===== config.mk =====
export PLATFORM = sky130hd
export DESIGN_NAME = pid_antiwindup_filtered_derivative
export DESIGN_NICKNAME = d
export VERILOG_FILES = /design/src/hdl/pidaw_pkg.sv /design/src/hdl/pidaw_mul.sv /design/src/hdl/pidaw_div.sv /design/src/hdl/pid_antiwindup_filtered_derivative.sv
export SDC_FILE = /design/constraint.sdc
export NUM_CORES = 2
export LEC_CHECK = 0
export BUFFER_PORTS_ARGS = -buffer_cell sky130_fd_sc_hd__buf_2
export CAP_MARGIN = 15
export CORE_MARGIN = 3
export CORE_UTILIZATION = 65
export DETAILED_ROUTE_END_ITERATION = 10
export PLACE_DENSITY_LB_ADDON = 0.3
export SETUP_SLACK_MARGIN = 0.2
export SYNTH_ARGS = -nofsm -noshare
export SYNTH_HDL_FRONTEND = slang
export SYNTH_SLANG_ARGS = --single-unit
export TNS_END_PERCENT = 5

===== constraint.sdc =====
create_clock -name i_clk -period 8.97 [get_ports i_clk]
set_input_delay 1.794 -clock i_clk [delete_from_list [all_inputs] [get_ports i_clk]]
set_output_delay 1.794 -clock i_clk [all_outputs]
set_load 0.03 [all_outputs]

===== src/hdl/pidaw_pkg.sv =====
// Shared widths, beat structs and unit status type for the PID controller.
// No dependencies; every other file imports this package.
package pidaw_pkg;

    localparam int DATA_W          = 16;
    localparam int ERR_W           = DATA_W + 1;
    localparam int DIFF_W          = DATA_W + 2;
    localparam int INT_W           = 25;
    localparam int SLOPE_W         = 32;
    localparam int GAIN_W          = 16;
    localparam int ILIM_W          = 15;
    localparam int ALPHA_W         = 17;
    localparam int CFG_W           = 17;
    localparam int CFG_IDX_W       = 3;
    localparam int MUL_NB          = 17;
    localparam int QUOT_W          = 24;
    localparam int FRAC_SHIFT      = 16;
    localparam int SAMPLE_RATE_DEF = 200;

    typedef struct packed {
        logic signed [DATA_W-1:0] target_value;
        logic signed [DATA_W-1:0] measured_value;
    } t_in_beat;

    typedef struct packed {
        logic signed [DATA_W-1:0] drive_value;
        logic                     drive_clamped;
    } t_out_beat;

    typedef struct packed {
        logic busy;
        logic done;
    } t_mul_stat;

endpackage


===== src/hdl/pidaw_mul.sv =====
// Serial-parallel multiplier: signed multiplicand, unsigned multiplier taken
// one bit per cycle, product shifted out into a low shift register.
// Depends on pidaw_pkg.
module pidaw_mul
    import pidaw_pkg::*;
#(
    parameter int A_W = SLOPE_W,
    parameter int B_W = MUL_NB
) (
    input  logic                 i_clk,
    input  logic                 i_rst_n,
    input  logic                 i_start,
    input  logic signed [A_W-1:0] i_a,
    input  logic [B_W-1:0]       i_b,
    output t_mul_stat            o_stat,
    output logic signed [A_W+B_W:0] o_product
);

    localparam int CNT_W = $clog2(B_W + 1);

    logic signed [A_W-1:0] r_a;
    logic [B_W-1:0]        r_b;
    logic signed [A_W:0]   r_hi;
    logic [B_W-1:0]        r_lo;
    logic [CNT_W-1:0]      r_cnt;
    logic                  r_busy;
    logic                  r_done;
    logic signed [A_W:0]   addend;
    logic signed [A_W:0]   sum_step;

    assign addend   = r_b[0] ? {r_a[A_W-1], r_a} : '0;
    assign sum_step = r_hi + addend;

    always_ff @(posedge i_clk) begin
        if (!i_rst_n) begin
            r_busy <= 1'b0;
            r_done <= 1'b0;
            r_cnt  <= '0;
        end else begin
            r_done <= !i_start && r_busy && (r_cnt == CNT_W'(1));
            if (i_start) begin
                r_busy <= 1'b1;
                r_cnt  <= CNT_W'(B_W);
            end else if (r_busy) begin
                r_cnt <= r_cnt - 1'b1;
                if (r_cnt == CNT_W'(1)) begin
                    r_busy <= 1'b0;
                end
            end
        end
    end

    always_ff @(posedge i_clk) begin
        if (i_start) begin
            r_a  <= i_a;
            r_b  <= i_b;
            r_hi <= '0;
        end else if (r_busy) begin
            r_hi <= {sum_step[A_W], sum_step[A_W:1]};
            r_lo <= {sum_step[0], r_lo[B_W-1:1]};
            r_b  <= r_b >> 1;
        end
    end

    assign o_stat.busy = r_busy;
    assign o_stat.done = r_done;
    assign o_product   = {r_hi, r_lo};

endmodule


===== src/hdl/pidaw_div.sv =====
// Restoring divider by a fixed divisor, one quotient bit per cycle.
// Depends on pidaw_pkg.
module pidaw_div
    import pidaw_pkg::*;
#(
    parameter int DIVISOR = SAMPLE_RATE_DEF,
    parameter int NUM_W   = QUOT_W
) (
    input  logic             i_clk,
    input  logic             i_rst_n,
    input  logic             i_start,
    input  logic [NUM_W-1:0] i_num,
    output logic             o_busy,
    output logic [NUM_W-1:0] o_quot
);

    localparam int REM_W = $clog2(DIVISOR + 1);
    localparam int CNT_W = $clog2(NUM_W + 1);
    localparam logic [REM_W:0] DIV_K = (REM_W + 1)'(DIVISOR);

    logic [NUM_W-1:0] r_num;
    logic [REM_W-1:0] r_rem;
    logic [CNT_W-1:0] r_cnt;
    logic             r_busy;
    logic [REM_W:0]   trial;
    logic [REM_W:0]   trial_sub;
    logic             fits;

    assign trial     = {r_rem, r_num[NUM_W-1]};
    assign fits      = (trial >= DIV_K);
    assign trial_sub = trial - DIV_K;

    always_ff @(posedge i_clk) begin
        if (!i_rst_n) begin
            r_busy <= 1'b0;
            r_cnt  <= '0;
        end else if (i_start) begin
            r_busy <= 1'b1;
            r_cnt  <= CNT_W'(NUM_W);
        end else if (r_busy) begin
            r_cnt <= r_cnt - 1'b1;
            if (r_cnt == CNT_W'(1)) begin
                r_busy <= 1'b0;
            end
        end
    end

    always_ff @(posedge i_clk) begin
        if (i_start) begin
            r_num <= i_num;
            r_rem <= '0;
        end else if (r_busy) begin
            r_rem <= fits ? trial_sub[REM_W-1:0] : trial[REM_W-1:0];
            r_num <= {r_num[NUM_W-2:0], fits};
        end
    end

    assign o_busy = r_busy;
    assign o_quot = r_num;

endmodule


===== src/hdl/pid_antiwindup_filtered_derivative.sv =====
// PID controller top level: register file, sequencer, state and output beat register.
// Depends on pidaw_pkg, pidaw_mul and pidaw_div.
//
//   channel | direction | handshake                 | payload
//   in      | input     | i_in_valid / o_in_ready   | i_in_data  (t_in_beat)
//   out     | output    | o_out_valid / i_out_ready | o_out_data (t_out_beat)
//   cfg     | input     | i_cfg_we                  | i_cfg_idx, i_cfg_data
//
// One beat at a time: six serial multiplications on the shared multiplier set the pace;
// a beat leaves the sequencer after the last of them, and the next beat is taken only
// once the sequencer is back in idle.
// The integral division runs beside the first two multiplications.
// A finished beat waits in the output register; a new beat is accepted meanwhile.
// The final step stalls while the output register is still full.
// Synchronous active-low reset clears state and history and presets the config regs.
module pid_antiwindup_filtered_derivative
    import pidaw_pkg::*;
#(
    parameter int SAMPLE_RATE = SAMPLE_RATE_DEF
) (
    input  logic                 i_clk,
    input  logic                 i_rst_n,
    input  logic                 i_in_valid,
    output logic                 o_in_ready,
    input  t_in_beat             i_in_data,
    output logic                 o_out_valid,
    input  logic                 i_out_ready,
    output t_out_beat            o_out_data,
    input  logic                 i_cfg_we,
    input  logic [CFG_IDX_W-1:0] i_cfg_idx,
    input  logic [CFG_W-1:0]     i_cfg_data
);

    localparam int SR_W  = $clog2(SAMPLE_RATE + 1);
    localparam int RAW_W = DIFF_W + SR_W;
    localparam int MW    = (RAW_W > SLOPE_W) ? RAW_W : SLOPE_W;
    localparam int PW    = MW + MUL_NB + 1;
    localparam int ACC_W = PW + 10;
    localparam int RND_W = ACC_W - FRAC_SHIFT;

    localparam logic [CFG_IDX_W-1:0] CFG_KP      = CFG_IDX_W'(0);
    localparam logic [CFG_IDX_W-1:0] CFG_KI      = CFG_IDX_W'(1);
    localparam logic [CFG_IDX_W-1:0] CFG_KD      = CFG_IDX_W'(2);
    localparam logic [CFG_IDX_W-1:0] CFG_ILIM    = CFG_IDX_W'(3);
    localparam logic [CFG_IDX_W-1:0] CFG_FLOOR   = CFG_IDX_W'(4);
    localparam logic [CFG_IDX_W-1:0] CFG_CEILING = CFG_IDX_W'(5);
    localparam logic [CFG_IDX_W-1:0] CFG_ALPHA   = CFG_IDX_W'(6);

    localparam logic [ALPHA_W-1:0] ALPHA_ONE  = ALPHA_W'(65536);
    localparam logic [ACC_W-1:0]   ROUND_HALF = ACC_W'(32768);
    localparam logic [SLOPE_W-1:0] SLOPE_MAX  = {1'b0, {(SLOPE_W-1){1'b1}}};
    localparam logic [SLOPE_W-1:0] SLOPE_MIN  = {1'b1, {(SLOPE_W-1){1'b0}}};

    typedef enum logic [3:0] {
        S_IDLE,
        S_RAW,
        S_MIXA,
        S_MIXB,
        S_INT,
        S_KP,
        S_KI,
        S_KD,
        S_DONE
    } t_state;

    t_state r_state;
    logic   r_mul_start;
    logic   n_mul_start;
    logic   r_out_valid;
    t_out_beat r_out;

    logic [GAIN_W-1:0]         r_kp;
    logic [GAIN_W-1:0]         r_ki;
    logic [GAIN_W-1:0]         r_kd;
    logic [ILIM_W-1:0]         r_ilim;
    logic signed [DATA_W-1:0]  r_floor;
    logic signed [DATA_W-1:0]  r_ceil;
    logic [ALPHA_W-1:0]        r_alpha;

    logic signed [ERR_W-1:0]   r_err;
    logic signed [DIFF_W-1:0]  r_diff;
    logic                      r_neg;
    logic                      r_integ_en;
    logic signed [MW-1:0]      r_raw;
    logic signed [ACC_W-1:0]   r_acc;

    logic signed [INT_W-1:0]   r_integral;
    logic signed [ERR_W-1:0]   r_prev_err;
    logic signed [SLOPE_W-1:0] r_slope;
    logic signed [DATA_W-1:0]  r_prev_drive;

    logic                      in_acc;
    logic signed [ERR_W-1:0]   in_err;
    logic [ERR_W-1:0]          in_abs;
    logic signed [DIFF_W-1:0]  in_diff;
    logic                      integ_en;

    logic signed [MW-1:0]      mul_a;
    logic [MUL_NB-1:0]         mul_b;
    t_mul_stat                 mul_stat;
    logic signed [PW-1:0]      product;
    logic signed [ACC_W-1:0]   prod_x;
    logic signed [ACC_W-1:0]   prod_sh;

    logic                      div_busy;
    logic [QUOT_W-1:0]         quot;

    logic [ALPHA_W-1:0]        alpha_c;
    logic signed [ACC_W-1:0]   acc_rnd;
    logic signed [RND_W-1:0]   acc_q;
    logic signed [SLOPE_W-1:0] slope_sat;

    logic signed [INT_W-1:0]   inc;
    logic signed [INT_W:0]     int_sum;
    logic signed [INT_W:0]     lim_pos;
    logic signed [INT_W:0]     lim_neg;
    logic signed [INT_W-1:0]   int_next;

    logic signed [RND_W-1:0]   ceil_x;
    logic signed [RND_W-1:0]   floor_x;
    logic signed [RND_W-1:0]   drive_v1;
    logic                      hit_ceil;
    logic                      hit_floor;
    logic signed [DATA_W-1:0]  drive_fin;
    logic                      out_load;

    assign o_in_ready = (r_state == S_IDLE);
    assign in_acc     = i_in_valid && o_in_ready;

    assign in_err  = {i_in_data.target_value[DATA_W-1], i_in_data.target_value}
                   - {i_in_data.measured_value[DATA_W-1], i_in_data.measured_value};
    assign in_abs  = in_err[ERR_W-1] ? -in_err : in_err;
    assign in_diff = {in_err[ERR_W-1], in_err} - {r_prev_err[ERR_W-1], r_prev_err};
    assign integ_en = (r_prev_drive < r_ceil) && (r_prev_drive > r_floor);

    assign alpha_c = (r_alpha > ALPHA_ONE) ? ALPHA_ONE : r_alpha;

    always_comb begin
        mul_a = '0;
        mul_b = '0;
        case (r_state)
            S_RAW: begin
                mul_a = {{(MW-DIFF_W){r_diff[DIFF_W-1]}}, r_diff};
                mul_b = MUL_NB'(SAMPLE_RATE);
            end
            S_MIXA: begin
                mul_a = r_raw;
                mul_b = alpha_c;
            end
            S_MIXB: begin
                mul_a = {{(MW-SLOPE_W){r_slope[SLOPE_W-1]}}, r_slope};
                mul_b = ALPHA_ONE - alpha_c;
            end
            S_KP: begin
                mul_a = {{(MW-ERR_W){r_err[ERR_W-1]}}, r_err};
                mul_b = {{(MUL_NB-GAIN_W){1'b0}}, r_kp};
            end
            S_KI: begin
                mul_a = {{(MW-INT_W){r_integral[INT_W-1]}}, r_integral};
                mul_b = {{(MUL_NB-GAIN_W){1'b0}}, r_ki};
            end
            S_KD: begin
                mul_a = {{(MW-SLOPE_W){r_slope[SLOPE_W-1]}}, r_slope};
                mul_b = {{(MUL_NB-GAIN_W){1'b0}}, r_kd};
            end
            default: begin
                mul_a = '0;
                mul_b = '0;
            end
        endcase
    end

    pidaw_mul #(
        .A_W (MW),
        .B_W (MUL_NB)
    ) u_mul (
        .i_clk     (i_clk),
        .i_rst_n   (i_rst_n),
        .i_start   (r_mul_start),
        .i_a       (mul_a),
        .i_b       (mul_b),
        .o_stat    (mul_stat),
        .o_product (product)
    );

    pidaw_div #(
        .DIVISOR (SAMPLE_RATE),
        .NUM_W   (QUOT_W)
    ) u_div (
        .i_clk   (i_clk),
        .i_rst_n (i_rst_n),
        .i_start (in_acc),
        .i_num   ({in_abs[DATA_W-1:0], 8'd0}),
        .o_busy  (div_busy),
        .o_quot  (quot)
    );

    assign prod_x  = {{(ACC_W-PW){product[PW-1]}}, product};
    assign prod_sh = {{(ACC_W-PW-8){product[PW-1]}}, product, 8'd0};

    assign acc_rnd = r_acc + ROUND_HALF;
    assign acc_q   = acc_rnd[ACC_W-1:FRAC_SHIFT];

    always_comb begin
        if ((&acc_q[RND_W-1:SLOPE_W-1]) || !(|acc_q[RND_W-1:SLOPE_W-1])) begin
            slope_sat = acc_q[SLOPE_W-1:0];
        end else if (acc_q[RND_W-1]) begin
            slope_sat = SLOPE_MIN;
        end else begin
            slope_sat = SLOPE_MAX;
        end
    end

    assign inc     = r_neg ? -{1'b0, quot} : {1'b0, quot};
    assign int_sum = {r_integral[INT_W-1], r_integral} + {inc[INT_W-1], inc};
    assign lim_pos = {3'd0, r_ilim, 8'd0};
    assign lim_neg = -lim_pos;

    always_comb begin
        if (int_sum > lim_pos) begin
            int_next = lim_pos[INT_W-1:0];
        end else if (int_sum < lim_neg) begin
            int_next = lim_neg[INT_W-1:0];
        end else begin
            int_next = int_sum[INT_W-1:0];
        end
    end

    assign ceil_x    = {{(RND_W-DATA_W){r_ceil[DATA_W-1]}}, r_ceil};
    assign floor_x   = {{(RND_W-DATA_W){r_floor[DATA_W-1]}}, r_floor};
    assign hit_ceil  = (acc_q > ceil_x);
    assign drive_v1  = hit_ceil ? ceil_x : acc_q;
    assign hit_floor = (drive_v1 < floor_x);
    assign drive_fin = hit_floor ? r_floor : drive_v1[DATA_W-1:0];
    assign out_load  = (r_state == S_DONE) && (!r_out_valid || i_out_ready);

    assign n_mul_start = in_acc
        || (((r_state == S_RAW) || (r_state == S_MIXA) || (r_state == S_KP)
             || (r_state == S_KI)) && mul_stat.done)
        || ((r_state == S_INT) && !div_busy);

    always_ff @(posedge i_clk) begin
        if (!i_rst_n) begin
            r_kp    <= GAIN_W'(256);
            r_ki    <= GAIN_W'(256);
            r_kd    <= '0;
            r_ilim  <= ILIM_W'(2560);
            r_floor <= '0;
            r_ceil  <= DATA_W'(25600);
            r_alpha <= ALPHA_W'(6554);
        end else if (i_cfg_we) begin
            case (i_cfg_idx)
                CFG_KP:      r_kp    <= i_cfg_data[GAIN_W-1:0];
                CFG_KI:      r_ki    <= i_cfg_data[GAIN_W-1:0];
                CFG_KD:      r_kd    <= i_cfg_data[GAIN_W-1:0];
                CFG_ILIM:    r_ilim  <= i_cfg_data[ILIM_W-1:0];
                CFG_FLOOR:   r_floor <= i_cfg_data[DATA_W-1:0];
                CFG_CEILING: r_ceil  <= i_cfg_data[DATA_W-1:0];
                CFG_ALPHA:   r_alpha <= i_cfg_data[ALPHA_W-1:0];
                default: begin
                end
            endcase
        end
    end

    always_ff @(posedge i_clk) begin
        if (!i_rst_n) begin
            r_state      <= S_IDLE;
            r_mul_start  <= 1'b0;
            r_out_valid  <= 1'b0;
            r_integral   <= '0;
            r_prev_err   <= '0;
            r_slope      <= '0;
            r_prev_drive <= '0;
        end else begin
            r_mul_start <= n_mul_start;
            if (out_load) begin
                r_out_valid <= 1'b1;
            end else if (r_out_valid && i_out_ready) begin
                r_out_valid <= 1'b0;
            end
            case (r_state)
                S_IDLE: begin
                    if (in_acc) begin
                        r_state <= S_RAW;
                    end
                end
                S_RAW: begin
                    if (mul_stat.done) begin
                        r_state <= S_MIXA;
                    end
                end
                S_MIXA: begin
                    if (mul_stat.done) begin
                        r_state <= S_MIXB;
                    end
                end
                S_MIXB: begin
                    if (mul_stat.done) begin
                        r_state <= S_INT;
                    end
                end
                S_INT: begin
                    r_slope <= slope_sat;
                    if (!div_busy) begin
                        if (r_integ_en) begin
                            r_integral <= int_next;
                        end
                        r_state <= S_KP;
                    end
                end
                S_KP: begin
                    if (mul_stat.done) begin
                        r_state <= S_KI;
                    end
                end
                S_KI: begin
                    if (mul_stat.done) begin
                        r_state <= S_KD;
                    end
                end
                S_KD: begin
                    if (mul_stat.done) begin
                        r_state <= S_DONE;
                    end
                end
                S_DONE: begin
                    if (out_load) begin
                        r_prev_err   <= r_err;
                        r_prev_drive <= drive_fin;
                        r_state      <= S_IDLE;
                    end
                end
                default: begin
                    r_state <= S_IDLE;
                end
            endcase
        end
    end

    always_ff @(posedge i_clk) begin
        if (in_acc) begin
            r_err      <= in_err;
            r_diff     <= in_diff;
            r_neg      <= in_err[ERR_W-1];
            r_integ_en <= integ_en;
        end
        if (mul_stat.done) begin
            case (r_state)
                S_RAW:  r_raw <= product[MW-1:0];
                S_MIXA: r_acc <= prod_x;
                S_MIXB: r_acc <= r_acc + prod_x;
                S_KP:   r_acc <= prod_sh;
                S_KI:   r_acc <= r_acc + prod_x;
                S_KD:   r_acc <= r_acc + prod_sh;
                default: begin
                end
            endcase
        end
        if (out_load) begin
            r_out.drive_value   <= drive_fin;
            r_out.drive_clamped <= hit_ceil || hit_floor;
        end
    end

    assign o_out_valid = r_out_valid;
    assign o_out_data  = r_out;

    a_integral_range: assert property (@(posedge i_clk) disable iff (!i_rst_n)
        r_integral[INT_W-1] == r_integral[INT_W-2])
        else $error("integral left its clamp range");

    a_mul_free: assert property (@(posedge i_clk) disable iff (!i_rst_n)
        r_mul_start |-> !mul_stat.busy)
        else $error("multiplier launched while busy");

    a_div_ready: assert property (@(posedge i_clk) disable iff (!i_rst_n)
        (r_state == S_KP) && r_mul_start |-> !div_busy)
        else $error("integral used before division finished");

    a_drive_limits: assert property (@(posedge i_clk) disable iff (!i_rst_n)
        out_load |=> r_out_valid && (r_out.drive_clamped ||
            ((r_out.drive_value >= r_floor) && (r_out.drive_value <= r_ceil))))
        else $error("unflagged drive outside limits");

endmodule

==> impl_metrics.tcl <==
set metrics [dict create \
    skew_ps 16.2 \
    drtIter0Drc 4038 \
    synth_mux_area_share_pct 2.12 \
    synth_top_area_share_pct 18.7 \
    root_buffer "clkbuf_16" \
    finalPower_mw 10.4 \
    hp-class "reg2reg" \
    syn_to_final_growth_pct 7.57 \
    yosys_warnings 0 \
    grt_util_all_layers_pct 35.3 \
    max_slew_margin_pct 21.9 \
    crit_fanout 17 \
    drt_wl_total_mm 108 \
    synth_cells 4182 \
    grt_start_max_net_pins 105 \
    tns_ps 0 \
    synth_top_area_cell "edfxtp_1" \
    layout_setup_ws_ps 805 \
    p_leak_nw 15.9 \
    p_sw_share_pct 41.6 \
    hold_viol_final 0 \
    cts_buffers 52 \
    drive_gt1_share_pct 7.82 \
    syn_area_um2 36500 \
    dieArea_um2 59100 \
    grt_antenna_before_repair 0 \
    setup_violations 0 \
    synth_edf_count 227 \
    synth_top_cells_by_area "edfxtp_1, dfxtp_1, ha_1" \
    pre_cts_ws_ps 692 \
    postPlaceCellArea_um2 37500 \
    crit_top_cell "a21o_1" \
    std_cell_rows 86 \
    p_seq_share_pct 32.4 \
    synth_area_per_cell_um2 8.73 \
    synth_seq_cells 496 \
    layout_common_cells "nand2_1, ha_1, a21oi_1" \
    synthSimpleGateAreaFrac_pct 17.3 \
    path_class "reg2reg" \
    synth.distinct_cells 107 \
    rsz0062_at_grt "false" \
    fin_nets 4597 \
    drcViolationCount 0 \
    start_util_pct 66.0 \
    async_flop_share_pct 0 \
    n_fill_cell 4355 \
    p_comb_share_pct 45.7 \
    wire_per_inst_um 21.7 \
    final_util_pct 71.0 \
    p_int_mw 6.09 \
    die_h_um 243 \
    peakVddDrop_uv 168 \
    clk_pin_slew_ps 60 \
    gp_congestion 0.945 \
    die_w_um 243 \
    port_buffers 75 \
    clock_latency_ps 620 \
    place_hpwl_mm 77.6 \
    fin_crit_sh_pct 91.0 \
    switchingPower_mw 4.35 \
    critPathMaxStageDelay_ps 560 \
    avgViaCountPerCell 6.66 \
    seq_area_frac_synth_pct 33.4 \
    dpl.cell_count 4870 \
    synth_fp_nets 4603 \
    cap_violations 0 \
    period_minus_slack_ps 8160 \
    cts_tree "done" \
    cts_resized 0 \
    end_kind "register" \
    fin_cells 4968 \
    startpoint_type "register" \
    worstMarginPinSlew_ps 1170 \
    clkPwrFrac_pct 21.9 \
    clockBufferDepth 3 \
    grt_pass1_wl_mm 169 \
    holdWs_ps 462 \
    vias 33100 \
    cts_sinks 496 \
    n_antenna_cell 0 \
    cts_setup_buffers 0 \
    detail-route-antenna-nets 0 \
    final_common_cell "nand2_1" \
    synth-compound-area-share_pct 23.9 \
    fmax_ghz 0.122 \
    design.core.area_um2 55300 \
    final_cell_area_um2 39300 \
    postCtsHoldBufs 0 \
    first_pass_iters 9 \
    io_pins 76 \
    powerDensity_nw_per_um2 266 \
    synth_top_family_by_area "compound AO/OA/AOI/OAI gates" \
    grt_overflow 0 \
    synth_xor_xnor_area_share_pct 6.31 \
    synth-adder-area-share_pct 12.6 \
    htree_levels 2 \
    worst_ep_required_time_ps 9480 \
    cp.arrival_ps 8680 \
    outcome "finished, final reports clean" \
    grt_pass1_vias 31400 \
    synth_flop_cell "dfxtp_1" \
    slew_violations 0 \
    slowest_stage "nor2_1" \
]
## synth_stat cells (15+ instances only)
| library cell | number |
|---|---|
| nand2b_1 | 39 |
| o21ba_2 | 16 |
| mux2i_1 | 39 |
| a22oi_1 | 26 |
| nand2_1 | 486 |
| or2_2 | 15 |
| clkbuf_1 | 162 |
| o31ai_1 | 25 |
| nor2b_1 | 39 |
| and2_1 | 58 |
| a31oi_1 | 27 |
| ha_1 | 358 |
| xor2_1 | 76 |
| nand3_1 | 143 |
| nor2_1 | 262 |
| nor4_1 | 18 |
| o21ai_0 | 229 |
| o21bai_1 | 35 |
| a211oi_1 | 24 |
| a222oi_1 | 62 |
| o211ai_1 | 28 |
| mux2_2 | 27 |
| o21a_1 | 49 |
| edfxtp_1 | 227 |
| or3_1 | 24 |
| nand4_1 | 73 |
| inv_1 | 205 |
| xnor2_1 | 185 |
| dfxtp_1 | 269 |
| a22o_1 | 20 |
| a21oi_1 | 276 |
| a221o_1 | 20 |
| a21boi_0 | 131 |
| and3_1 | 33 |
| nor3_1 | 59 |
| a21o_1 | 149 |
| o22ai_1 | 21 |
## routing by layer
metal / vias to the layer above / global-route usage [%] / part of all wire (%)
li1: 15400 / - / -
met1: 15500 / 46.0 / 39
met2: 1775 / 57.2 / 45
met3: 370 / 5.52 / 9.8
met4: 0 / 17.4 / 5.3
met5: - / 0 / 0
## kinds of logic (layout without fill, tap and decap cells)
group,count (synthesis),after routing
and+or+nand+nor,1323,1323
muxes,73,73
AOI/OAI and AO/OA,1267,1267
buffers and inverters,397,435
DFF,496,496
adders and majority gates,364,364
xor gates and xnor gates,262,262
## state kept, by name (all words and copies together), names as in the netlist, 8 cells and up
register / cells
r_ki: 16
r_prev_err: 17
r_err: 17
r_raw: 32
r_diff: 18
o_out_data: 17
r_floor: 16
u_div.r_rem: 8
r_ilim: 15
r_kp: 16
r_prev_drive: 16
u_div.o_quot: 24
u_mul.r_lo: 17
u_mul.r_hi: 32
r_kd: 16
r_alpha: 17
r_acc: 60
u_mul.r_b: 17
r_integral: 25
r_ceil: 16
r_slope: 32
u_mul.r_a: 32
## worst max-delay path, delay by kind of cell (launching register included)
family | cells | cell delay [ps]
compound gates | 13 | 2790
simple gates | 9 | 2760
fa+ha+maj | 3 | 980
mux | 2 | 690
flops | 1 | 460
xor+xnor | 1 | 250
buf+inv | 1 | 110
## final cells by class
cell class                 count  area, um^2  area share, %
timing repair buffer         129         787           2.00
multi-input combinational   3289       22800           57.9
tap                          748         936           2.38
sequential                   496       12200           31.1
clock inverter                29         292          0.742
inverter                     208         781           1.99
clock buffer                  69        1520           3.87
## power by group through the flow
| stage | Combinational, mW | Sequential (mW) | Clock (mW) |
|---|---|---|---|
| 2_1_floorplan | 3.62 | 3.18 | 0 |
| 3_3_place_gp | 4.55 | 3.38 | 0 |
| 3_5_place_dp | 4.63 | 3.39 | 0 |
| 4_1_cts | 4.68 | 3.35 | 2.30 |
| 5_1_grt | 5.25 | 3.40 | 2.38 |
| 6_report | 4.77 | 3.38 | 2.29 |
## final timing paths
check | cells after the start | endpoint | slack, ps | startpoint
worst max register to register | 29 | r_prev_drive[5] | 810 | r_acc[16]
worst min register to register | 2 | u_div.r_rem[7] | 460 | u_div.r_rem[7]
worst max-delay path | 29 | r_prev_drive[5] | 810 | r_acc[16]
worst min-delay path | 2 | u_div.r_rem[7] | 460 | u_div.r_rem[7]
No activity file was read; power rests on OpenSTA's default activity.
